## src/ubh_pkg.sv

```systemverilog
// Shared types and constants for the uniform-bin histogram.
// Used by ubh_ctrl, ubh_datapath and uniform_bin_histogram; depends on nothing.
package ubh_pkg;

	localparam int MAX_BINS_DEF    = 64;
	localparam int SAMPLE_BITS_DEF = 16;
	localparam int COUNT_BITS_DEF  = 32;

	localparam int MAXV_BITS  = 16;
	localparam int NBINS_BITS = 7;
	localparam int INDEX_BITS = 6;
	localparam int CFG_IDX_BITS  = 1;
	localparam int CFG_DATA_BITS = 16;

	localparam logic [MAXV_BITS-1:0]  MAXV_RESET  = 16'hFFFF;
	localparam logic [NBINS_BITS-1:0] NBINS_RESET = 7'd64;

	localparam logic [CFG_IDX_BITS-1:0] CFG_MAX_VALUE = 1'b0;
	localparam logic [CFG_IDX_BITS-1:0] CFG_NUM_BINS  = 1'b1;

	typedef enum logic [1:0] {
		OP_COUNT = 2'd0,
		OP_DUMP  = 2'd1,
		OP_CLEAR = 2'd2
	} op_t;

	typedef enum logic [2:0] {
		ST_IDLE,
		ST_WDIV,
		ST_BLOAD,
		ST_BDIV,
		ST_READ,
		ST_INCR,
		ST_DUMP
	} state_t;

	typedef struct packed {
		logic accept;
		logic load_width;
		logic load_bin;
		logic div_step;
		logic width_save;
		logic bin_save;
		logic ptr_clear;
		logic ptr_inc;
		logic dump_rd;
		logic cnt_rd;
		logic cnt_wr;
		logic clear_all;
	} cmd_t;

	typedef struct packed {
		logic width_ok;
		logic div_done;
		logic dump_last;
	} stat_t;

endpackage

```

## src/ubh_ram.sv

```systemverilog
// Generic single-port-write, single-port-read RAM with registered read data.
// No dependencies.
module ubh_ram #(
	parameter int WIDTH = 32,
	parameter int DEPTH = 64,
	localparam int AW = (DEPTH > 1) ? $clog2(DEPTH) : 1
) (
	input  logic             clk,
	input  logic             we,
	input  logic [AW-1:0]    waddr,
	input  logic [WIDTH-1:0] wdata,
	input  logic             re,
	input  logic [AW-1:0]    raddr,
	output logic [WIDTH-1:0] rdata
);

	logic [WIDTH-1:0] mem_q [DEPTH];
	logic [WIDTH-1:0] rdata_q;

	always_ff @(posedge clk) begin
		if (we) begin
			mem_q[waddr] <= wdata;
		end
		if (re) begin
			rdata_q <= mem_q[raddr];
		end
	end

	assign rdata = rdata_q;

endmodule

```

## src/ubh_datapath.sv

```systemverilog
// Histogram datapath: config registers, shared restoring divider, bin count RAM,
// valid bits and result registers. Depends on ubh_pkg and ubh_ram.
module ubh_datapath #(
	parameter int MAX_BINS    = ubh_pkg::MAX_BINS_DEF,
	parameter int SAMPLE_BITS = ubh_pkg::SAMPLE_BITS_DEF,
	parameter int COUNT_BITS  = ubh_pkg::COUNT_BITS_DEF
) (
	input  logic                               clk,
	input  logic                               arst_n,
	input  ubh_pkg::cmd_t                      cmd,
	output ubh_pkg::stat_t                     stat,
	input  logic [SAMPLE_BITS-1:0]             sample,
	input  logic                               cfg_we,
	input  logic [ubh_pkg::CFG_IDX_BITS-1:0]   cfg_index,
	input  logic [ubh_pkg::CFG_DATA_BITS-1:0]  cfg_data,
	output logic                               strobe,
	output logic [ubh_pkg::INDEX_BITS-1:0]     bin_index,
	output logic [COUNT_BITS-1:0]              bin_count,
	output logic                               last
);

	localparam int BIN_BITS  = (MAX_BINS > 1) ? $clog2(MAX_BINS) : 1;
	localparam int DW        = (SAMPLE_BITS > ubh_pkg::MAXV_BITS + 1) ?
	                           SAMPLE_BITS : ubh_pkg::MAXV_BITS + 1;
	localparam int STEP_BITS = $clog2(DW + 1);
	localparam logic [ubh_pkg::NBINS_BITS-1:0] NB_MAX = ubh_pkg::NBINS_BITS'(MAX_BINS);

	logic [ubh_pkg::MAXV_BITS-1:0]  max_value_q;
	logic [ubh_pkg::NBINS_BITS-1:0] num_bins_q;
	logic [ubh_pkg::NBINS_BITS-1:0] nb_eff;
	logic [ubh_pkg::NBINS_BITS-1:0] nb_last;
	logic                           width_ok_q;
	logic [ubh_pkg::MAXV_BITS-1:0]  width_q;
	logic [SAMPLE_BITS-1:0]         sample_q;

	logic [DW-1:0]        acc_q;
	logic [DW-1:0]        quo_q;
	logic [DW-1:0]        dvs_q;
	logic [STEP_BITS-1:0] step_q;
	logic [DW:0]          trial;
	logic [DW-1:0]        diff;
	logic                 ge;
	logic [DW-1:0]        bin_sel;

	logic [BIN_BITS-1:0]   bin_q;
	logic [BIN_BITS-1:0]   ptr_q;
	logic [MAX_BINS-1:0]   valid_q;
	logic [BIN_BITS-1:0]   raddr;
	logic                  re;
	logic                  we;
	logic [COUNT_BITS-1:0] rdata;
	logic [COUNT_BITS-1:0] cur_count;

	logic                emit_s1;
	logic                last_s1;
	logic                valid_s1;
	logic [BIN_BITS-1:0] idx_s1;

	// num_bins of zero acts as one, above MAX_BINS acts as MAX_BINS
	always_comb begin
		if (num_bins_q == '0) begin
			nb_eff = ubh_pkg::NBINS_BITS'(1);
		end else if (num_bins_q > NB_MAX) begin
			nb_eff = NB_MAX;
		end else begin
			nb_eff = num_bins_q;
		end
		nb_last = nb_eff - ubh_pkg::NBINS_BITS'(1);
	end

	always_ff @(posedge clk or negedge arst_n) begin
		if (!arst_n) begin
			max_value_q <= ubh_pkg::MAXV_RESET;
			num_bins_q  <= ubh_pkg::NBINS_RESET;
			width_ok_q  <= 1'b0;
		end else if (cfg_we) begin
			width_ok_q <= 1'b0;
			case (cfg_index)
				ubh_pkg::CFG_MAX_VALUE: max_value_q <= cfg_data[ubh_pkg::MAXV_BITS-1:0];
				ubh_pkg::CFG_NUM_BINS:  num_bins_q  <= cfg_data[ubh_pkg::NBINS_BITS-1:0];
				default: ;
			endcase
		end else if (cmd.width_save) begin
			width_ok_q <= 1'b1;
		end
	end

	// restoring divider, one quotient bit per cycle; divide by zero gives all ones
	always_comb begin
		trial = {acc_q, quo_q[DW-1]};
		ge    = trial >= {1'b0, dvs_q};
		diff  = trial[DW-1:0] - dvs_q;
	end

	always_ff @(posedge clk) begin
		if (cmd.accept) begin
			sample_q <= sample;
		end
		if (cmd.load_width) begin
			acc_q  <= '0;
			quo_q  <= DW'(max_value_q) + DW'(nb_eff) - DW'(1);
			dvs_q  <= DW'(nb_eff);
			step_q <= '0;
		end else if (cmd.load_bin) begin
			acc_q  <= '0;
			quo_q  <= DW'(sample_q);
			dvs_q  <= DW'(width_q);
			step_q <= '0;
		end else if (cmd.div_step) begin
			acc_q  <= ge ? diff : trial[DW-1:0];
			quo_q  <= {quo_q[DW-2:0], ge};
			step_q <= step_q + STEP_BITS'(1);
		end
		if (cmd.width_save) begin
			width_q <= quo_q[ubh_pkg::MAXV_BITS-1:0];
		end
		if (cmd.bin_save) begin
			bin_q <= BIN_BITS'(bin_sel);
		end
	end

	assign bin_sel = (quo_q >= DW'(nb_eff)) ? DW'(nb_last) : quo_q;

	always_ff @(posedge clk or negedge arst_n) begin
		if (!arst_n) begin
			ptr_q <= '0;
		end else if (cmd.ptr_clear) begin
			ptr_q <= '0;
		end else if (cmd.ptr_inc) begin
			ptr_q <= ptr_q + BIN_BITS'(1);
		end
	end

	// an entry without its valid bit reads as zero
	always_ff @(posedge clk or negedge arst_n) begin
		if (!arst_n) begin
			valid_q <= '0;
		end else if (cmd.clear_all) begin
			valid_q <= '0;
		end else if (we) begin
			valid_q[bin_q] <= 1'b1;
		end
	end

	assign raddr     = cmd.dump_rd ? ptr_q : bin_q;
	assign re        = cmd.dump_rd | cmd.cnt_rd;
	assign cur_count = valid_s1 ? rdata : '0;
	assign we        = cmd.cnt_wr && (cur_count != '1);

	ubh_ram #(
		.WIDTH (COUNT_BITS),
		.DEPTH (MAX_BINS)
	) u_ram (
		.clk   (clk),
		.we    (we),
		.waddr (bin_q),
		.wdata (cur_count + COUNT_BITS'(1)),
		.re    (re),
		.raddr (raddr),
		.rdata (rdata)
	);

	always_ff @(posedge clk or negedge arst_n) begin
		if (!arst_n) begin
			emit_s1 <= 1'b0;
			last_s1 <= 1'b0;
		end else begin
			emit_s1 <= cmd.dump_rd;
			last_s1 <= cmd.dump_rd & stat.dump_last;
		end
	end

	always_ff @(posedge clk) begin
		if (re) begin
			valid_s1 <= valid_q[raddr];
			idx_s1   <= raddr;
		end
	end

	assign stat.width_ok  = width_ok_q;
	assign stat.div_done  = step_q == STEP_BITS'(DW);
	assign stat.dump_last = ubh_pkg::NBINS_BITS'(ptr_q) == nb_last;

	assign strobe    = emit_s1;
	assign bin_index = ubh_pkg::INDEX_BITS'(idx_s1);
	assign bin_count = cur_count;
	assign last      = last_s1;

endmodule

```

## src/ubh_ctrl.sv

```systemverilog
// Histogram controller: sequences width and bin division, count update and dump, and issues clear.
// Depends on ubh_pkg.
module ubh_ctrl (
	input  logic           clk,
	input  logic           arst_n,
	input  logic           start,
	input  logic [1:0]     op,
	input  ubh_pkg::stat_t stat,
	output ubh_pkg::cmd_t  cmd,
	output logic           busy
);

	ubh_pkg::state_t state_q;
	ubh_pkg::state_t state_d;

	always_ff @(posedge clk or negedge arst_n) begin
		if (!arst_n) begin
			state_q <= ubh_pkg::ST_IDLE;
		end else begin
			state_q <= state_d;
		end
	end

	always_comb begin
		state_d = state_q;
		cmd     = '0;
		case (state_q)
			ubh_pkg::ST_IDLE: begin
				if (start) begin
					cmd.accept = 1'b1;
					case (ubh_pkg::op_t'(op))
						ubh_pkg::OP_COUNT: begin
							if (stat.width_ok) begin
								state_d = ubh_pkg::ST_BLOAD;
							end else begin
								cmd.load_width = 1'b1;
								state_d        = ubh_pkg::ST_WDIV;
							end
						end
						ubh_pkg::OP_DUMP: begin
							cmd.ptr_clear = 1'b1;
							state_d       = ubh_pkg::ST_DUMP;
						end
						ubh_pkg::OP_CLEAR: cmd.clear_all = 1'b1;
						default: ;
					endcase
				end
			end
			ubh_pkg::ST_WDIV: begin
				if (stat.div_done) begin
					cmd.width_save = 1'b1;
					state_d        = ubh_pkg::ST_BLOAD;
				end else begin
					cmd.div_step = 1'b1;
				end
			end
			ubh_pkg::ST_BLOAD: begin
				cmd.load_bin = 1'b1;
				state_d      = ubh_pkg::ST_BDIV;
			end
			ubh_pkg::ST_BDIV: begin
				if (stat.div_done) begin
					cmd.bin_save = 1'b1;
					state_d      = ubh_pkg::ST_READ;
				end else begin
					cmd.div_step = 1'b1;
				end
			end
			ubh_pkg::ST_READ: begin
				cmd.cnt_rd = 1'b1;
				state_d    = ubh_pkg::ST_INCR;
			end
			ubh_pkg::ST_INCR: begin
				cmd.cnt_wr = 1'b1;
				state_d    = ubh_pkg::ST_IDLE;
			end
			ubh_pkg::ST_DUMP: begin
				cmd.dump_rd = 1'b1;
				if (stat.dump_last) begin
					state_d = ubh_pkg::ST_IDLE;
				end else begin
					cmd.ptr_inc = 1'b1;
				end
			end
			default: state_d = ubh_pkg::ST_IDLE;
		endcase
	end

	assign busy = state_q != ubh_pkg::ST_IDLE;

endmodule

```

## src/uniform_bin_histogram.sv

```systemverilog
// Top level of the uniform-bin histogram: controller plus datapath.
// Depends on ubh_pkg, ubh_ctrl, ubh_datapath (and ubh_ram below it).
//
//   channel   handshake              payload
//   request   start & !busy          op, sample
//   config    cfg_valid & cfg_ready  cfg_index, cfg_data
//   result    strobe (one cycle)     bin_index, bin_count, last
//
// Count: busy while the radix-2 divider, D = max(SAMPLE_BITS, 17) bits wide, finds the
// bin width after a config write or reset, then the bin; its count is then incremented.
// Dump: one result per cycle, one per bin in use (num_bins, clamped); the first comes once
// the dump state is entered and its read registered. Clear: all valid bits dropped at once.
// Reset clears the store the same way. Results cannot be stalled; config is always ready.
module uniform_bin_histogram #(
	parameter int MAX_BINS    = ubh_pkg::MAX_BINS_DEF,
	parameter int SAMPLE_BITS = ubh_pkg::SAMPLE_BITS_DEF,
	parameter int COUNT_BITS  = ubh_pkg::COUNT_BITS_DEF
) (
	input  logic                               clk,
	input  logic                               arst_n,
	input  logic                               start,
	output logic                               busy,
	input  logic [1:0]                         op,
	input  logic [SAMPLE_BITS-1:0]             sample,
	input  logic                               cfg_valid,
	output logic                               cfg_ready,
	input  logic [ubh_pkg::CFG_IDX_BITS-1:0]   cfg_index,
	input  logic [ubh_pkg::CFG_DATA_BITS-1:0]  cfg_data,
	output logic                               strobe,
	output logic [ubh_pkg::INDEX_BITS-1:0]     bin_index,
	output logic [COUNT_BITS-1:0]              bin_count,
	output logic                               last
);

	ubh_pkg::cmd_t  cmd;
	ubh_pkg::stat_t stat;

	assign cfg_ready = 1'b1;

	ubh_ctrl u_ctrl (
		.clk    (clk),
		.arst_n (arst_n),
		.start  (start),
		.op     (op),
		.stat   (stat),
		.cmd    (cmd),
		.busy   (busy)
	);

	ubh_datapath #(
		.MAX_BINS    (MAX_BINS),
		.SAMPLE_BITS (SAMPLE_BITS),
		.COUNT_BITS  (COUNT_BITS)
	) u_dp (
		.clk       (clk),
		.arst_n    (arst_n),
		.cmd       (cmd),
		.stat      (stat),
		.sample    (sample),
		.cfg_we    (cfg_valid & cfg_ready),
		.cfg_index (cfg_index),
		.cfg_data  (cfg_data),
		.strobe    (strobe),
		.bin_index (bin_index),
		.bin_count (bin_count),
		.last      (last)
	);

	a_last_ends_dump: assert property (@(posedge clk) disable iff (!arst_n)
		strobe && last |=> !strobe)
		else $error("result after last bin of dump");

	a_dump_in_order: assert property (@(posedge clk) disable iff (!arst_n)
		strobe && !last |=> strobe && (bin_index == $past(bin_index) + 6'd1))
		else $error("dump results not consecutive");

	a_count_busy: assert property (@(posedge clk) disable iff (!arst_n)
		start && !busy && (op == ubh_pkg::OP_COUNT) |=> busy)
		else $error("count request did not start");

	a_mid_dump_busy: assert property (@(posedge clk) disable iff (!arst_n)
		strobe && !last |-> busy)
		else $error("idle in the middle of a dump");

endmodule
```

## config.mk

```make
export PLATFORM = sky130hd
export DESIGN_NAME = uniform_bin_histogram
export DESIGN_NICKNAME = d
export VERILOG_FILES = /design/src/ubh_pkg.sv /design/src/ubh_ram.sv /design/src/ubh_datapath.sv /design/src/ubh_ctrl.sv /design/src/uniform_bin_histogram.sv
export SDC_FILE = /design/constraint.sdc
export NUM_CORES = 2
export LEC_CHECK = 0
export ABC_CLOCK_PERIOD_IN_PS = 10200
export BUFFER_PORTS_ARGS = -buffer_cell sky130_fd_sc_hd__buf_4
export CORE_MARGIN = 5
export CORE_UTILIZATION = 40
export DETAILED_ROUTE_END_ITERATION = 7
export PLACE_DENSITY = 0.64
export SYNTH_ARGS = -nofsm -noshare
export SYNTH_HDL_FRONTEND = slang
export SYNTH_SLANG_ARGS = --single-unit
```

## constraint.sdc

```tcl
create_clock -name clk -period 10.2 [get_ports clk]
set_clock_uncertainty 0.05 [all_clocks]
set_input_delay 2.55 -clock clk [delete_from_list [all_inputs] [get_ports clk]]
set_output_delay 2.55 -clock clk [all_outputs]
set_load 0.01 [all_outputs]
```

# After elaboration in Yosys (flattened, before gate mapping)
# Memories as Yosys holds them, arrays and structs flattened. A register that Yosys moved wholly into a read port is not among the register bits.
# Index checks and enable logic that the tools add are counted.
# Widths: inputs -> output; s select.
# word_totals
elab_cells	118
ramBits	2048
mem_bits_ro	0
regBits	199
memories	1
out_inout_bits	42
latch_bits	0
# classes
eq_ne	16
n_addsub	7
n_reduce_logical	16
div_mod_pow	0
shifts	0
multipliers	0
mux	50
n_lt_le_gt_ge	6
bitwise	4
# mem_list
memory	words	word_bits	rd	rd_ports_with_merged_regs	wr	line	text
u_dp.u_ram.mem_q	64	32	1	1	1	ubh_ram.sv:17	logic [WIDTH-1:0] mem_q [DEPTH];
# op_table
operator	n
$mux 64	2
$mux 17	4
$or 64x64->64	1
$add 32x1->32 const B	1
$mux 32	1
$ne 32x32->1 const B	1
$mux 7	4
$mux 6	4
$mux 1	23
$ge 18x16->1	1
$pmux 3 s6	1
$add 16x7->17	1
$ge 17x7->1	1
$sub 17x1->17 const B	1
$sub 17x16->17	1
$lt 6x7->1 const B	2
$mux 3	4
$eq 3x3->1 const B	3
$mux 2	4
$reduce_bool 2->1	4
$eq 6x7->1	1
$gt 7x7->1 const B	1
$logic_not 7->1	1
$sub 7x1->7 const B	1
other kinds (24)	31

# Logic depth before layout (Yosys ltp)
# logic_depth
depth_word	10
ltp_mapped	18

# By module
# A second synthesis with hierarchy kept.
# hier_totals
hier_cells	4523
area_unflattened_um2	90415.5
# by_module_without_submodules
module	seq_area_each_um2	cells_per_inst	area_each_um2	instances
ubh_ram	62459.9	3324	78835.6	1
ubh_datapath	5116.2	1160	11270.8	1
ubh_ctrl	75.1	37	297.8	1
uniform_bin_histogram	0.0	2	11.3	1

# Worst setup path before layout
# Ideal clock, no wire load.
# synth_timing
path_kind	reg2reg
startpoint	reg u_dp.valid_s1
endpoint	mem u_dp.u_ram.mem_q[0][6] (data pin)
required_ns	9.426
setup_slack_ns	4.033
period_less_slack_ns	6.167
setup_ns	0.724
arrival_ns	5.393
stages_incl_launch_ff	11
cell_sequence	edfxtp_1 buf_2 clkbuf_1 clkbuf_1 clkbuf_1 nand2_1 inv_1 ha_1 nand2_1 or3_1 a21boi_0
# synth_via
elab_chain_len	2
# synth_lines
item	line	text
start, declared	ubh_datapath.sv:56	logic valid_s1;
start signal, assigned	ubh_datapath.sv:175	valid_s1 <= valid_q[raddr];
$mux 32	ubh_datapath.sv:147	assign cur_count = valid_s1 ? rdata : '0;
named net bin_count[0]	uniform_bin_histogram.sv:31	output logic [COUNT_BITS-1:0] bin_count,
$add 32x1->32	ubh_datapath.sv:157	.wdata (cur_count + COUNT_BITS'(1)),
named net u_dp.u_ram.wdata[6]	ubh_ram.sv:11	input logic [WIDTH-1:0] wdata,
end, declared	ubh_ram.sv:17	
# The timed path passes the listed nets, and every way through them passes these cells.

# Final worst setup path
# layout_timing
startpoint	reg u_dp.valid_s1
endpoint	mem u_dp.u_ram.mem_q[40][21] (enable)
# layout_via
elab_chain_len	5
# layout_lines
item	line	text
$mux 32	ubh_datapath.sv:147	
$ne 32x32->1	ubh_datapath.sv:148	assign we = cmd.cnt_wr && (cur_count != '1);
$logic_and 1x1->1	ubh_datapath.sv:148	
$mux 1	ubh_ram.sv:21	if (we) begin
$mux 1 (not written as such)	ubh_ram.sv:22	mem_q[waddr] <= wdata;
# No other way between the ends.

==> results.md <==
* Status: finished, final reports clean
* DRT iter0 DRCs at 7449
* Startpoint Class: flip-flop
* Die area at 241000 µm²
* Post CTS Setup Buffer Count at 0
* CTS Sinks at 2279
* DR vias at 59500
* Instance count on the critical path at 11
* Number of port buffers at 79
* First-pass GRT wire length at 385000 µm
* Fmax at 174 MHz
* Max IR drop VDD at 189 µV
* Fin Hold WS at 408 ps
* Critical-path cell list: nand2_2 -> inv_1 -> ha_2 -> nand2_1 -> nor4_1 -> buf_4 -> nand4_1 -> o211ai_1 -> nor2_1 -> nand3_1 -> nor2_4
* Final Hold Viols at 0
* Clock latency on the worst-skew pair at 850 ps
* Chip Height at 491 µm
* Initial antenna violation count at 12
* Synth unique cells at 83
* Syn. warnings at 0
* Share of the synthesized area in the top cell type at 69.8%
* Sw frac at 23.7%
* Clock buffer depth at 3
* Async SR Flop Fraction at 4.34%
* Setup slack after layout at 4450 ps
* Final period util at 56.4%
* M1 GR Usage at 29.1%
* Final core utilization at 45.2%
* CP endpoint kind: flip-flop
* Cell taking the most area after synthesis: edfxtp_1
* # nets final at 7161
* Critical path type: reg2reg
* GR Overflow Total at 0
* Synth Instances at 7047
* FILL cells at 20100
* IO Count at 81
* Syn_nets at 7138
* CTS root buf: clkbuf_16
* XOR/XNOR share of the synthesized area at 0.521%
* GRT Overall Usage at 21.2%
* Synth Area in Simple Gates at 14.9%
* Final worst path period need at 5750 ps
* Cell Area, Synth at 92400 µm²
* Final Max Slew Viols at 0
* Leak at 36.5 nW
* CTS tree: built
* Crit path max-delay family: simple AND/OR/NAND/NOR gates
* Core area at 230000 µm²
* Clk pwr share at 38.3%
* Clock-pin transition on the worst setup and hold timing paths at 60 ps
* Data arrival, critical path at 6150 ps
* Syn Area/Cell at 13.1 µm²
* RSZ-0062 raised after global routing: false
* PD cells at 194 nW/µm²
* DRT antenna net count at 0
* Grt peak-use layer: met2
* Compound-cell area share of the yosys netlist at 5.75%
* Largest net degree at the start of global routing at 170
* Number of synthesized flops with an enable pin at 2149
* Crit path max fanout at 65
* DR vias/cell at 5.79
* Post-Synth Adder-Cell Area at 0.720%
* GP Congestion at 0.899
* Post-DP HPWL at 140000 µm
* Ranking of synthesized cells by area: edfxtp_1, nand2_1, nand3_1, dfrtp_1, mux2i_1
* DR pass1 iterations at 8
* Min-delay worst type: reg2reg
* Hold_buf cts at 0
* CP max-delay cell: nor2_4
* Crit path required time at 10600 ps
* Post-synthesis mux area share at 2.56%
* Area growth syn-to-layout at 12.5%
* Main combinational cell family by area after synthesis: simple AND/OR/NAND/NOR gates
* Starting density of the core at 40.2%
* Net Switching at 4.79 mW
* DP Worst Slack at 4700 ps
* Worst relative slew slack at 2.86%
* Setup TNS at 0 ps
* CP max stage delay at 1270 ps
* Post-route cell area at 104000 µm²
* Combinational share of power at 9.8%
* CTS H-tree lvls at 4
* Buffers and inverters on the worst path at 2
* Per-cell routed wire length at 25.7 µm
* Top FF cell, synth: edfxtp_1
* Post-Place Cell Area at 97200 µm²
* FF-to-FF path depth at 11
* DR DRC count at 0
* Cts bufs inserted at 215
* Register bit total from synthesis at 2279
* Hold depth at 2
* Final setup viols at 0
* Die Wd at 491 µm
* FP Rows at 176
* Global Route met3 Usage at 4.39%
* Worst-Margin Slew at 1460 ps
* Register area share after synthesis at 73.2%
* Fraction of layout cells with a size suffix above 1 at 9.73%
* Met2 Resource Use GR at 33.5%
* Vias in the first global route at 56800
* Seq pwr share at 51.9%
* Cts repair resizes at 0
* Total wire length at 264000 µm
* Count of max-cap constraint violations at 0
* Internal at 15.4 mW
## worst register-to-register path, delay by kind of cell, from the launching register on
family,cells,cell delay [ps]
DFF,1,440
and+or+nand+nor,7,3780
adders and majority gates,1,300
buffers and inverters,2,370
AOI/OAI and AO/OA,1,390
## power by group through the flow
stage / registers (mW) / logic, mW / clock network (mW)
2_1_floorplan: 10.6 / 1.43 / 0
3_3_place_gp: 10.7 / 1.93 / 0
3_5_place_dp: 10.7 / 1.96 / 0
4_1_cts: 10.5 / 1.97 / 7.83
5_1_grt: 10.5 / 2.19 / 8.22
6_report: 10.5 / 1.98 / 7.74
## final timing paths
kind	start	end	slack, ps
min reg2reg	u_dp.dvs_q[12]	u_dp.dvs_q[12]	410
min in group asynchronous	arst_n	u_dp.num_bins_q[5]	1700
max in group asynchronous	arst_n	u_dp.valid_q[43]	7170
max reg2reg	u_dp.valid_s1	u_dp.u_ram.mem_q[40][21]	4450
max	u_dp.valid_s1	u_dp.u_ram.mem_q[40][21]	4450
min	u_dp.dvs_q[12]	u_dp.dvs_q[12]	410
## cells in the final DEF (no fill, tap or decap), types with 29 or more instances in the layout
| cell type | Yosys | routed |
|---|---|---|
| a21o_1 | 32 | 32 |
| a21oi_1 | 85 | 85 |
| a221oi_1 | 57 | 53 |
| a31oi_1 | 225 | 225 |
| a32o_1 | 54 | 54 |
| a32oi_1 | 56 | 56 |
| and2_1 | 40 | 32 |
| and3_1 | 198 | 198 |
| buf_4 | 11 | 228 |
| clkbuf_1 | 237 | 57 |
| clkbuf_16 | 0 | 222 |
| clkinv_1 | 0 | 44 |
| dfrtp_1 | 82 | 82 |
| dfxtp_1 | 31 | 31 |
| edfxtp_1 | 2149 | 2149 |
| ha_1 | 50 | 49 |
| inv_1 | 76 | 76 |
| mux2i_1 | 184 | 184 |
| nand2_1 | 1958 | 1957 |
| nand3_1 | 753 | 753 |
| nor2_1 | 130 | 63 |
| nor2_4 | 0 | 69 |
| o21a_1 | 51 | 51 |
| o21ai_0 | 73 | 73 |
| xnor2_1 | 41 | 29 |
## per-layer routing
layer  up-vias  wire length (µm)
met4         2             10300
met1     30100            106000
met5         -                13
met2      2934            122000
li1      26000                 -
met3       497             25800
## cell families after synthesis
kind of cell | after synthesis
AOI/OAI and AO/OA | 747
xor gates and xnor gates | 55
other | 1
muxes | 213
buffers and inverters | 518
DFF | 2279
and+or+nand+nor | 3182
adders and majority gates | 52
## Yosys cell counts, types with 28 or more instances
cell,number
o21a_1,51
a31oi_1,225
nor2_1,130
o21ai_0,73
a221oi_1,57
mux2i_1,184
a32o_1,54
dfrtp_1,82
dfxtp_1,31
a32oi_1,56
a21oi_1,85
buf_2,133
and3_1,198
nand3_1,753
a21o_1,32
inv_1,76
edfxtp_1,2149
nand2_1,1958
xnor2_1,41
clkbuf_1,237
ha_1,50
buf_1,56
and2_1,40
o221ai_1,28
## area by class of cell
cell class	instances	area (µm²)	share of cell area (%)
Antenna cell	4	10.0	0.00963
Clock buffer	291	5930	5.71
Clock inverter	93	787	0.757
Inverter	80	315	0.303
Multi-Input combinational cell	4250	23400	22.5
Sequential cell	2279	67700	65.1
Tap cell	3026	3790	3.64
Timing Repair Buffer	244	2030	1.95
## registers in the layout (all words and copies together) (netlist names), 5 cells and up
register,cells
u_dp.u_ram.mem_q,2048
u_dp.valid_q,64
u_dp.u_ram.rdata,32
u_dp.acc_q,17
u_dp.quo_q,17
u_dp.dvs_q,16
u_dp.max_value_q,16
u_dp.sample_q,16
u_dp.width_q,16
u_dp.num_bins_q,7
u_dp.bin_index,6
u_dp.bin_q,6
u_dp.ptr_q,6
u_dp.step_q,5
## metrics by stage
stage / power [mW] / cells
2_1_floorplan: 12.0 / 7047
3_3_place_gp: 12.6 / 9879
3_5_place_dp: 12.6 / 9879
4_1_cts: 20.3 / 10300
5_1_grt: 20.9 / 10300
6_report: 20.2 / 10300
Note: power is estimated with default switching activity, not from simulation.
